===== config.mk =====
export PLATFORM = sky130hd
export DESIGN_NAME = glyph_coverage_alpha_blend
export DESIGN_NICKNAME = d
export VERILOG_FILES = /design/src/design/gcab_pkg.sv /design/src/design/glyph_coverage_alpha_blend.sv /design/src/design/gcab_mix_lane.sv
export VERILOG_INCLUDE_DIRS = /design/src /design/src/design
export SDC_FILE = /design/constraint.sdc
export NUM_CORES = 2
export LEC_CHECK = 0
export ABC_CLOCK_PERIOD_IN_PS = 8490
export BUFFER_PORTS_ARGS = -buffer_cell sky130_fd_sc_hd__buf_2
export CORE_UTILIZATION = 40
export CTS_CLUSTER_DIAMETER = 40
export DETAILED_ROUTE_END_ITERATION = 6
export PLACE_DENSITY = 0.63
export SLEW_MARGIN = 20
export SYNTH_ARGS = -nofsm -noshare
export SYNTH_HDL_FRONTEND = slang
export SYNTH_HIERARCHICAL = 1
export SYNTH_SLANG_ARGS = --single-unit

===== constraint.sdc =====
create_clock -name aclk -period 8.49 [get_ports aclk]
set_input_delay 0.4245 -clock aclk [delete_from_list [all_inputs] [get_ports aclk]]
set_output_delay 0.4245 -clock aclk [all_outputs]
set_load 0.005 [all_outputs]

===== src/design/assert_macros.svh =====
// Assertion helpers included by the blend module.
`ifndef ASSERT_MACROS_SVH
`define ASSERT_MACROS_SVH

// The expression must hold at every clock edge outside reset.
`define ASSERT_ALWAYS(label, clk, rst_n, expr) \
    label: assert property (@(posedge clk) disable iff (!(rst_n)) (expr)) \
        else $error("assertion failed");

// The consequent must hold in the same cycle as the antecedent.
`define ASSERT_IMPLIES(label, clk, rst_n, ante, cons) \
    label: assert property (@(posedge clk) disable iff (!(rst_n)) (ante) |-> (cons)) \
        else $error("assertion failed");

// The consequent must hold in the cycle after the antecedent.
`define ASSERT_NEXT(label, clk, rst_n, ante, cons) \
    label: assert property (@(posedge clk) disable iff (!(rst_n)) (ante) |=> (cons)) \
        else $error("assertion failed");

`endif


===== src/design/gcab_pkg.sv =====
`default_nettype none

package gcab_pkg;

    localparam int CFG_INDEX_W = 2;
    localparam int CFG_DATA_W  = 24;

    localparam logic [CFG_INDEX_W-1:0] CFG_PIXEL_FORMAT   = 2'd0;
    localparam logic [CFG_INDEX_W-1:0] CFG_COVERAGE_BITS  = 2'd1;
    localparam logic [CFG_INDEX_W-1:0] CFG_FOREGROUND     = 2'd2;

    localparam logic FORMAT_RGB565 = 1'b0;
    localparam logic FORMAT_BGR888 = 1'b1;

    // Reciprocals for widening 5-bit and 6-bit channels: ceil(2^18/31), ceil(2^20/63).
    localparam logic [13:0] EXP5_RECIP = 14'd8457;
    localparam logic [14:0] EXP6_RECIP = 15'd16645;

    // Stage enables handed to a colour lane.
    typedef struct packed {
        logic en_mix;
        logic en_div;
    } gcab_lane_ctrl_t;

    // ceil(2^24 / (2^bits - 1)); exact quotient for every numerator the block forms.
    function automatic logic [24:0] coverage_recip(input logic [3:0] bits);
        logic [24:0] r;
        case (bits)
            4'd1: r = 25'd16777216;
            4'd2: r = 25'd5592406;
            4'd3: r = 25'd2396746;
            4'd4: r = 25'd1118482;
            4'd5: r = 25'd541201;
            4'd6: r = 25'd266306;
            4'd7: r = 25'd132105;
            4'd8: r = 25'd65794;
            default: r = 25'd0;
        endcase
        return r;
    endfunction

    // Quotient by 255, exact for any 16-bit numerator below 65536 - 256.
    function automatic logic [7:0] div255(input logic [15:0] y);
        logic [16:0] t;
        t = {1'b0, y} + {9'd0, y[15:8]} + 17'd1;
        return t[15:8];
    endfunction

endpackage

`default_nettype wire


===== src/design/glyph_coverage_alpha_blend.sv =====
// Six register stages, each with its own valid bit, carry a pixel from its input
// transfer to the result that the last stage offers on the m_ channel.
// Throughput: one pixel per clock, unless an output stall has filled the pipeline.
// A stage only stalls when it and every stage after it hold an item.
// Reset (aresetn low, synchronous) empties the pipeline and restores the
// registers: RGB565 format, eight-bit coverage, black foreground.
`default_nettype none
`include "assert_macros.svh"

module glyph_coverage_alpha_blend (
    input  wire logic                           aclk,
    input  wire logic                           aresetn,
    // Configuration write port.
    input  wire logic                           cfg_write_enable,
    input  wire logic [gcab_pkg::CFG_INDEX_W-1:0] cfg_index,
    input  wire logic [gcab_pkg::CFG_DATA_W-1:0]  cfg_write_data,
    // Glyph pixel input channel.
    input  wire logic                           s_valid,
    output logic                                s_ready,
    input  wire logic [15:0]                    s_coverage_window,
    input  wire logic [2:0]                     s_bit_position,
    input  wire logic [23:0]                    s_background_pixel,
    // Blended pixel output channel.
    output logic                                m_valid,
    input  wire logic                           m_ready,
    output logic                                m_write_enable,
    output logic [23:0]                         m_new_pixel,
    output logic [7:0]                          m_opacity
);
    import gcab_pkg::*;

    // ------------------------------------------------------------------
    // Configuration registers. Writes are only expected while the block is
    // idle, so every stage reads them directly.
    // ------------------------------------------------------------------
    logic        pixel_format_reg;
    logic [3:0]  coverage_bits_reg;
    logic [23:0] foreground_reg;

    always_ff @(posedge aclk) begin
        if (!aresetn) begin
            pixel_format_reg  <= FORMAT_RGB565;
            coverage_bits_reg <= 4'd8;
            foreground_reg    <= 24'd0;
        end else if (cfg_write_enable) begin
            case (cfg_index)
                CFG_PIXEL_FORMAT:  pixel_format_reg  <= cfg_write_data[0];
                CFG_COVERAGE_BITS: coverage_bits_reg <= cfg_write_data[3:0];
                CFG_FOREGROUND:    foreground_reg    <= cfg_write_data[23:0];
                default: ;
            endcase
        end
    end

    // ------------------------------------------------------------------
    // Pipeline control. A stage takes a new item when it is empty or when
    // the stage after it moves on as well; the last stage moves on when its
    // result is taken. This lets bubbles close up during an output stall.
    // ------------------------------------------------------------------
    logic [5:0] stage_valid_reg;
    logic [5:0] stage_en;

    always_comb begin
        stage_en[5] = !stage_valid_reg[5] || m_ready;
        for (int i = 4; i >= 0; i--) begin
            stage_en[i] = !stage_valid_reg[i] || stage_en[i + 1];
        end
    end

    assign s_ready = stage_en[0];

    always_ff @(posedge aclk) begin
        if (!aresetn) begin
            stage_valid_reg <= 6'd0;
        end else begin
            if (stage_en[0]) begin
                stage_valid_reg[0] <= s_valid;
            end
            for (int i = 1; i < 6; i++) begin
                if (stage_en[i]) begin
                    stage_valid_reg[i] <= stage_valid_reg[i - 1];
                end
            end
        end
    end

    // ------------------------------------------------------------------
    // Stage 0: pick the coverage sample out of the window and form the
    // rounded numerator v*255 + m/2. The background is reduced to its
    // format and the RGB565 channels get their widening numerators.
    // ------------------------------------------------------------------
    logic        bits_ok;
    logic [4:0]  sample_shift;
    logic [15:0] window_shifted;
    logic [8:0]  mask_wide;
    logic [7:0]  sample_mask;
    logic [7:0]  sample_value;
    logic [15:0] x0_next;
    logic [12:0] yr0_next;
    logic [13:0] yg0_next;
    logic [12:0] yb0_next;
    logic [23:0] bgc0_next;

    logic [15:0] x0_reg;
    logic [12:0] yr0_reg;
    logic [13:0] yg0_reg;
    logic [12:0] yb0_reg;
    logic [23:0] bgc0_reg;

    always_comb begin
        bits_ok        = (coverage_bits_reg != 4'd0) && (coverage_bits_reg <= 4'd8);
        sample_shift   = 5'd16 - {2'b00, s_bit_position} - {1'b0, coverage_bits_reg};
        window_shifted = s_coverage_window >> sample_shift;
        mask_wide      = (9'd1 << coverage_bits_reg) - 9'd1;
        sample_mask    = mask_wide[7:0];
        sample_value   = window_shifted[7:0] & sample_mask;
        if (bits_ok) begin
            x0_next = {sample_value, 8'd0} - {8'd0, sample_value}
                    + {9'd0, sample_mask[7:1]};
        end else begin
            // An unsupported sample width always gives zero opacity.
            x0_next = 16'd0;
        end

        yr0_next = {s_background_pixel[15:11], 8'd0} - {8'd0, s_background_pixel[15:11]}
                 + 13'd15;
        yg0_next = {s_background_pixel[10:5], 8'd0} - {8'd0, s_background_pixel[10:5]}
                 + 14'd31;
        yb0_next = {s_background_pixel[4:0], 8'd0} - {8'd0, s_background_pixel[4:0]}
                 + 13'd15;

        if (pixel_format_reg == FORMAT_BGR888) begin
            bgc0_next = s_background_pixel;
        end else begin
            bgc0_next = {8'd0, s_background_pixel[15:0]};
        end
    end

    always_ff @(posedge aclk) begin
        if (stage_en[0]) begin
            x0_reg   <= x0_next;
            yr0_reg  <= yr0_next;
            yg0_reg  <= yg0_next;
            yb0_reg  <= yb0_next;
            bgc0_reg <= bgc0_next;
        end
    end

    // ------------------------------------------------------------------
    // Stage 1: reciprocal multiplications. Each numerator is small enough
    // that the truncated product is the exact quotient, so no correction
    // step follows.
    // ------------------------------------------------------------------
    logic [40:0] prod1_next;
    logic [26:0] pr1_next;
    logic [28:0] pg1_next;
    logic [26:0] pb1_next;

    logic [40:0] prod1_reg;
    logic [26:0] pr1_reg;
    logic [28:0] pg1_reg;
    logic [26:0] pb1_reg;
    logic [23:0] bgc1_reg;

    always_comb begin
        prod1_next = {25'd0, x0_reg} * {16'd0, coverage_recip(coverage_bits_reg)};
        pr1_next   = {14'd0, yr0_reg} * {13'd0, EXP5_RECIP};
        pg1_next   = {15'd0, yg0_reg} * {14'd0, EXP6_RECIP};
        pb1_next   = {14'd0, yb0_reg} * {13'd0, EXP5_RECIP};
    end

    always_ff @(posedge aclk) begin
        if (stage_en[1]) begin
            prod1_reg <= prod1_next;
            pr1_reg   <= pr1_next;
            pg1_reg   <= pg1_next;
            pb1_reg   <= pb1_next;
            bgc1_reg  <= bgc0_reg;
        end
    end

    // ------------------------------------------------------------------
    // Stage 2: take the quotients and select the 8-bit background channels
    // for the destination format.
    // ------------------------------------------------------------------
    logic [7:0] br2_next;
    logic [7:0] bgn2_next;
    logic [7:0] bb2_next;

    logic [7:0]  alpha2_reg;
    logic [7:0]  br2_reg;
    logic [7:0]  bgn2_reg;
    logic [7:0]  bb2_reg;
    logic [23:0] bgc2_reg;

    always_comb begin
        if (pixel_format_reg == FORMAT_BGR888) begin
            br2_next  = bgc1_reg[23:16];
            bgn2_next = bgc1_reg[15:8];
            bb2_next  = bgc1_reg[7:0];
        end else begin
            br2_next  = pr1_reg[25:18];
            bgn2_next = pg1_reg[27:20];
            bb2_next  = pb1_reg[25:18];
        end
    end

    always_ff @(posedge aclk) begin
        if (stage_en[2]) begin
            alpha2_reg <= prod1_reg[31:24];
            br2_reg    <= br2_next;
            bgn2_reg   <= bgn2_next;
            bb2_reg    <= bb2_next;
            bgc2_reg   <= bgc1_reg;
        end
    end

    // ------------------------------------------------------------------
    // Stages 3 and 4: one lane per colour channel forms the weighted sum
    // and divides it by 255. Opacity and the raw background ride alongside.
    // ------------------------------------------------------------------
    gcab_lane_ctrl_t lane_ctrl;
    logic [7:0]      mix_r;
    logic [7:0]      mix_g;
    logic [7:0]      mix_b;

    logic [7:0]  alpha3_reg;
    logic [23:0] bgc3_reg;
    logic [7:0]  alpha4_reg;
    logic [23:0] bgc4_reg;

    assign lane_ctrl.en_mix = stage_en[3];
    assign lane_ctrl.en_div = stage_en[4];

    gcab_mix_lane u_lane_r (
        .aclk    (aclk),
        .ctrl    (lane_ctrl),
        .fg_chan (foreground_reg[23:16]),
        .bg_chan (br2_reg),
        .alpha   (alpha2_reg),
        .mixed   (mix_r)
    );

    gcab_mix_lane u_lane_g (
        .aclk    (aclk),
        .ctrl    (lane_ctrl),
        .fg_chan (foreground_reg[15:8]),
        .bg_chan (bgn2_reg),
        .alpha   (alpha2_reg),
        .mixed   (mix_g)
    );

    gcab_mix_lane u_lane_b (
        .aclk    (aclk),
        .ctrl    (lane_ctrl),
        .fg_chan (foreground_reg[7:0]),
        .bg_chan (bb2_reg),
        .alpha   (alpha2_reg),
        .mixed   (mix_b)
    );

    always_ff @(posedge aclk) begin
        if (stage_en[3]) begin
            alpha3_reg <= alpha2_reg;
            bgc3_reg   <= bgc2_reg;
        end
        if (stage_en[4]) begin
            alpha4_reg <= alpha3_reg;
            bgc4_reg   <= bgc3_reg;
        end
    end

    // ------------------------------------------------------------------
    // Stage 5: narrow the channels back to RGB565 where needed, pack, and
    // fall back to the untouched background when the opacity is zero.
    // This is the output register.
    // ------------------------------------------------------------------
    logic [13:0] nr5;
    logic [13:0] ng5;
    logic [13:0] nb5;
    logic [7:0]  qr5;
    logic [7:0]  qg5;
    logic [7:0]  qb5;
    logic [23:0] pixel5_next;

    logic        write_enable_reg;
    logic [23:0] new_pixel_reg;
    logic [7:0]  opacity_reg;

    always_comb begin
        nr5 = {1'b0, mix_r, 5'd0} - {6'd0, mix_r} + 14'd127;
        ng5 = {mix_g, 6'd0} - {6'd0, mix_g} + 14'd127;
        nb5 = {1'b0, mix_b, 5'd0} - {6'd0, mix_b} + 14'd127;
        qr5 = div255({2'b00, nr5});
        qg5 = div255({2'b00, ng5});
        qb5 = div255({2'b00, nb5});

        if (alpha4_reg == 8'd0) begin
            pixel5_next = bgc4_reg;
        end else if (pixel_format_reg == FORMAT_BGR888) begin
            pixel5_next = {mix_r, mix_g, mix_b};
        end else begin
            pixel5_next = {8'd0, qr5[4:0], qg5[5:0], qb5[4:0]};
        end
    end

    always_ff @(posedge aclk) begin
        if (stage_en[5]) begin
            write_enable_reg <= (alpha4_reg != 8'd0);
            new_pixel_reg    <= pixel5_next;
            opacity_reg      <= alpha4_reg;
        end
    end

    assign m_valid        = stage_valid_reg[5];
    assign m_write_enable = write_enable_reg;
    assign m_new_pixel    = new_pixel_reg;
    assign m_opacity      = opacity_reg;

    // ------------------------------------------------------------------
    // Checks on the pipeline control and the result fields.
    // ------------------------------------------------------------------
    `ASSERT_IMPLIES(a_stall_only_when_full, aclk, aresetn, !s_ready, &stage_valid_reg)
    `ASSERT_NEXT(a_accept_fills_first_stage, aclk, aresetn, s_valid && s_ready,
                 stage_valid_reg[0])
    `ASSERT_NEXT(a_held_stage_keeps_item, aclk, aresetn,
                 stage_valid_reg[2] && !stage_en[2], stage_valid_reg[2])
    `ASSERT_IMPLIES(a_write_matches_opacity, aclk, aresetn, m_valid,
                    m_write_enable == (m_opacity != 8'd0))

endmodule

`default_nettype wire


===== src/design/gcab_mix_lane.sv =====
`default_nettype none

module gcab_mix_lane (
    input  wire logic                      aclk,
    input  wire gcab_pkg::gcab_lane_ctrl_t ctrl,
    input  wire logic [7:0]                fg_chan,
    input  wire logic [7:0]                bg_chan,
    input  wire logic [7:0]                alpha,
    output logic [7:0]                     mixed
);
    import gcab_pkg::*;

    logic [15:0] sum_reg;
    logic [15:0] sum_next;
    logic [7:0]  mixed_reg;

    // Weighted sum of foreground and background with the rounding term.
    always_comb begin
        sum_next = ({8'd0, fg_chan} * {8'd0, alpha})
                 + ({8'd0, bg_chan} * {8'd0, 8'd255 - alpha})
                 + 16'd127;
    end

    always_ff @(posedge aclk) begin
        if (ctrl.en_mix) begin
            sum_reg <= sum_next;
        end
        if (ctrl.en_div) begin
            mixed_reg <= div255(sum_reg);
        end
    end

    assign mixed = mixed_reg;

endmodule

`default_nettype wire


# ---- After elaboration in Yosys (flattened, before gate mapping)
# Memory sizes are Yosys's and may differ from the RTL's. A register that Yosys moved wholly into a read port is not among the register bits.
# Cells that the tools add are included.
dict set report totals {
  n_memories 1
  word_cells 118
  regBits 476
  romBits 320
  inputBits 74
  out_inout_bits 35
}
# memory words width read_ports rd_clocked_by_memory_dff write_ports line
set memory_table {}
lappend memory_table {{(no name shown)} 16 20 1 1 0 gcab_pkg.sv:28} ;# case (bits)
dict set report op_classes {
  multipliers 10
  n_shift 2
  n_reduce_logical 20
  n_bitwise 1
  magnitude_cmp 1
  mux 7
  n_addsub 36
  n_eq_ne 2
}
# cell n
set ops {}
lappend ops {{$mul A8 B8 Y16} 6}
lappend ops {{$mul A13 B14 Y26 const B} 2}
lappend ops {{$add A16 B1 Y16 const B} 3}
lappend ops {{$add A16 B16 Y16} 3}
lappend ops {{$add A16 B7 Y16 const B} 3}
lappend ops {{$add A16 B8 Y16} 3}
lappend ops {{$mux W24} 2}
lappend ops {{$add A14 B7 Y14 const B} 3}
lappend ops {{$mul A16 B25 Y32} 1}
lappend ops {{$mul A14 B15 Y28 const B} 1}
lappend ops {{$sub A13 B8 Y14} 2}
lappend ops {{$add A13 B1 Y13 const B} 2}
lappend ops {{$add A13 B4 Y13 const B} 2}
lappend ops {{$add A13 B6 Y13} 2}
lappend ops {{$sub A13 B5 Y13} 2}
lappend ops {{$mux W8} 3}
lappend ops {{$add A16 B7 Y16} 1}
lappend ops {{$shr A16 B5 Y8} 1}
lappend ops {{$sub A16 B8 Y16} 1}
lappend ops {{$add A14 B1 Y14 const B} 1}
lappend ops {{$add A14 B5 Y14 const B} 1}
lappend ops {{$add A14 B6 Y14} 1}
lappend ops {{$sub A14 B6 Y14} 1}
lappend ops {{$sub A14 B8 Y14} 1}
lappend ops {{18 further kinds} 31}

# ---- Depth between registers and ports, before layout
dict set report depth {
  ltp_word 7
  ltp_mapped 24
  depth_no_buf 23
}

# ---- Cells and area by module
# Netlist, hierarchy kept.
# module cells_per_inst n_inst seq_area_each_um2 area_per_inst_um2
set modules_own_cells {}
lappend modules_own_cells {glyph_coverage_alpha_blend 2449 1 9369.0 26945.8}
lappend modules_own_cells {{gcab_mix_lane at u_lane_g ...} 557 2 720.7 5485.3}
lappend modules_own_cells {{gcab_mix_lane at u_lane_b} 555 1 720.7 5490.3}

# ---- Worst setup path after synthesis
# OpenSTA, ideal clock, no wires.
dict set report synth_path {
  path_type {reg2reg}
  startpoint {reg x0_reg[1]}
  endpoint {reg prod1_reg[31] (data pin)}
  n_path_buf 1
  path_slack_ps 2352
  required_ps 8230
  stages_incl_launch_ff 23
  arrival_ps 5878
  cell_sequence {edfxtp_1 -> clkbuf_1 -> nand2_1 -> fa_1 -> inv_1 -> fa_1 -> fa_1 -> inv_1 -> fa_1 -> inv_1 -> fa_1 -> inv_1 -> fa_1 -> inv_1 -> ha_1 -> nand2_1 -> nor4_1 -> inv_1 -> o211ai_1 -> a211oi_1 -> o41ai_1 -> a21oi_1 -> xnor2_1}
}
dict set report synth_via {
  elab_chain_cells 1
}
# element line
set synth_lines {}
lappend synth_lines {{from (decl)} glyph_coverage_alpha_blend.sv:104} ;# logic [15:0] x0_reg;
lappend synth_lines {{from (signal assigned)} glyph_coverage_alpha_blend.sv:141} ;# x0_reg <= x0_next;
lappend synth_lines {{$mul A16 B25 Y32} glyph_coverage_alpha_blend.sv:166} ;# prod1_next = {25'd0, x0_reg} * {16'd0, coverage_recip(coverage_bits_reg)};
lappend synth_lines {{via prod1_next[31]} glyph_coverage_alpha_blend.sv:154} ;# logic [40:0] prod1_next;
lappend synth_lines {{to (signal assigned)} glyph_coverage_alpha_blend.sv:174} ;# prod1_reg <= prod1_next;
lappend synth_lines {{to (decl)} glyph_coverage_alpha_blend.sv:159} ;# logic [40:0] prod1_reg;
# The timed path passes the listed nets, and every way through them passes these cells.
# A chain may end at the register's enable or synchronous reset.

==> impl_metrics.json <==
{
  "status": "complete, no violations",
  "layout-drive-gt1-share": 0.07017,
  "synth_area_mm2": 0.04341,
  "initial_core_util": 0.4043,
  "startpoint_type": "flop",
  "drcViolationCount": 0,
  "clkLatencyLatePin_ns": 0.61,
  "hold_viol_final": 0,
  "avgSynthCellArea_um2": 10.54,
  "wire_per_inst_um": 17.18,
  "seqCellArea_mm2": 0.01153,
  "htreeDepth": 2,
  "skew_ns": 0.02565,
  "max_freq_mhz": 146.0,
  "cp_slowest_stage_delay_ns": 0.75,
  "tns_ns": 0,
  "syn_inst": 4118,
  "final_common_cell": "inv_1",
  "rsz0062_at_grt": "no",
  "vias": 28080,
  "coreArea_mm2": 0.1074,
  "gp_routability_congestion": 0.8810,
  "dr.pass1.iters": 5,
  "path_cells": "nand2_1, fa_1, inv_1, fa_1, fa_1, inv_1, fa_1, inv_1, fa_1, inv_1, fa_1, inv_1, ha_1, nand2_1, nor4_1, inv_1, o211ai_1, a211oi_1, o41ai_1, a21oi_1, xnor2_1",
  "worst_pin_slew_ns": 1.030,
  "cts_buffer_depth": 3,
  "hold_buffers": 0,
  "synth_ff_type": "edfxtp_1",
  "dp_hpwl_um": 77900,
  "routed_wl_um": 97340,
  "cts.sinks": 401,
  "synth-seq-area-share": 0.2657,
  "ios": 109,
  "die_area_mm2": 0.1098,
  "utilization": 0.4425,
  "synth_edf_count": 350,
  "layout_common_cells": "892 x inv_1, 554 x fa_1, 552 x ha_1",
  "cts_resized": 0,
  "fp.dieH_um": 331.4,
  "maxSlewViolCount": 0,
  "row_count": 120,
  "drt_first_iter_violations": 1440,
  "grt_first_pass_wirelength_um": 157000,
  "grt_overflow": 0,
  "hold_path_class": "in2reg",
  "criticalPathCategory": "reg2reg",
  "grt_usage": 0.1804,
  "synth_nets": 5298,
  "numCtsBuffers": 56,
  "setup_viol": 0,
  "crit_required_ns": 8.83,
  "antenna_found_initial": 10,
  "slew_headroom": 0.3131,
  "crit_slowest_cell": "dfxtp_1",
  "port_buffers": 108,
  "multi_input_area_mm2": 0.02818,
  "cp_data_arrival_time_ns": 7.18,
  "drv_cap": 0,
  "path_max_fanout": 16,
  "area.growth.synth_to_final_pct": 9.449,
  "ys_types": 88,
  "cts_tree": "yes",
  "ys_async_sr_fraction": 0,
  "grt_max_degree": 65,
  "ys_warn_count": 6,
  "clk_pin_slew_ns": 0.06,
  "final_antenna_net_count": 0,
  "vias_per_cell": 4.955,
  "post-route-period-util": 0.8065,
  "synth-seq-cells": 401,
  "cts_setup_buffers": 0,
  "nNetsFinal": 5395,
  "fill_cells": 10110,
  "period_minus_slack_ns": 6.847,
  "ctsRootBufferMaster": "clkbuf_16",
  "die_x_um": 331.4,
  "grt_pass1_vias": 28850,
  "end_kind": "flop"
}
worst max-delay path, delay by kind of cell (launching register included):
family | cells | cell delay, ns
buf+inv | 6 | 0.32
simple gates | 3 | 0.69
compound gates | 4 | 1.30
flops | 1 | 0.75
xor+xnor | 1 | 0.14
fa+ha+maj | 7 | 3.34
stage by stage:
step / setup WS (ns) / instance area, um^2 / cells / hold slack [ns]
global placement: 1.642 / 45540 / 5560 / 0.4011
global route: 1.206 / 47510 / 5666 / 0.01994
finish: 1.643 / 47510 / 5666 / 0.04327
detailed placement: 1.611 / 45540 / 5560 / 0.4045
floorplan: 2.352 / 43410 / 4118 / 0.4003
CTS: 1.620 / 47500 / 5664 / 0.007162
cells in the mapped netlist (30+ instances only):
master	number	area share
nand2b_1	100	0.014
nor2b_1	121	0.017
a21o_1	40	0.0069
a21boi_0	30	0.0052
edfxtp_1	350	0.24
nand3_1	50	0.0058
a21oi_1	87	0.010
clkbuf_1	84	0.0073
xor2_1	36	0.0073
xnor2_1	127	0.026
nor3_1	33	0.0038
ha_1	552	0.16
and2_1	258	0.037
nor2_1	73	0.0063
nand2_1	343	0.030
dfxtp_1	51	0.024
inv_1	894	0.077
fa_1	554	0.26
o21ai_0	46	0.0053
cells by family after synthesis:
family / share of synthesized area
mux: 0.01712
buf+inv: 0.08561
fa+ha+maj: 0.4146
xor+xnor: 0.03326
flops: 0.2657
compound gates: 0.05682
simple gates: 0.1269
final timing paths:
path | start | end | slack (ns) | depth (start not counted)
max | flop | prod1_reg[31] | 1.64 | 21
min | s_background_pixel[5] | bgc0_reg[5] | 0.04 | 1
max reg2reg | flop | prod1_reg[31] | 1.64 | 21
min reg2reg | prod1_reg[29] | alpha2_reg[5] | 0.42 | 0
routing by layer:
metal / track usage / part of all wire
met5: 0 / 0.00036
met4: 0.05106 / 0.027
met3: 0.03251 / 0.057
met2: 0.2815 / 0.45
met1: 0.2562 / 0.47
area by class of cell:
cell class | count | share of cell area
multi-input cells | 2732 | 0.5931
clock buffers | 63 | 0.03050
clock inverters | 41 | 0.01090
flip-flops and latches | 401 | 0.2427
inverters | 895 | 0.07074
well taps | 1403 | 0.03695
repair buffers | 129 | 0.01496
diodes | 2 | 0.0001053
Power is left out: the tool's default activity adds up to more than one toggle a clock period on the data nets, which glitch-free logic cannot reach.
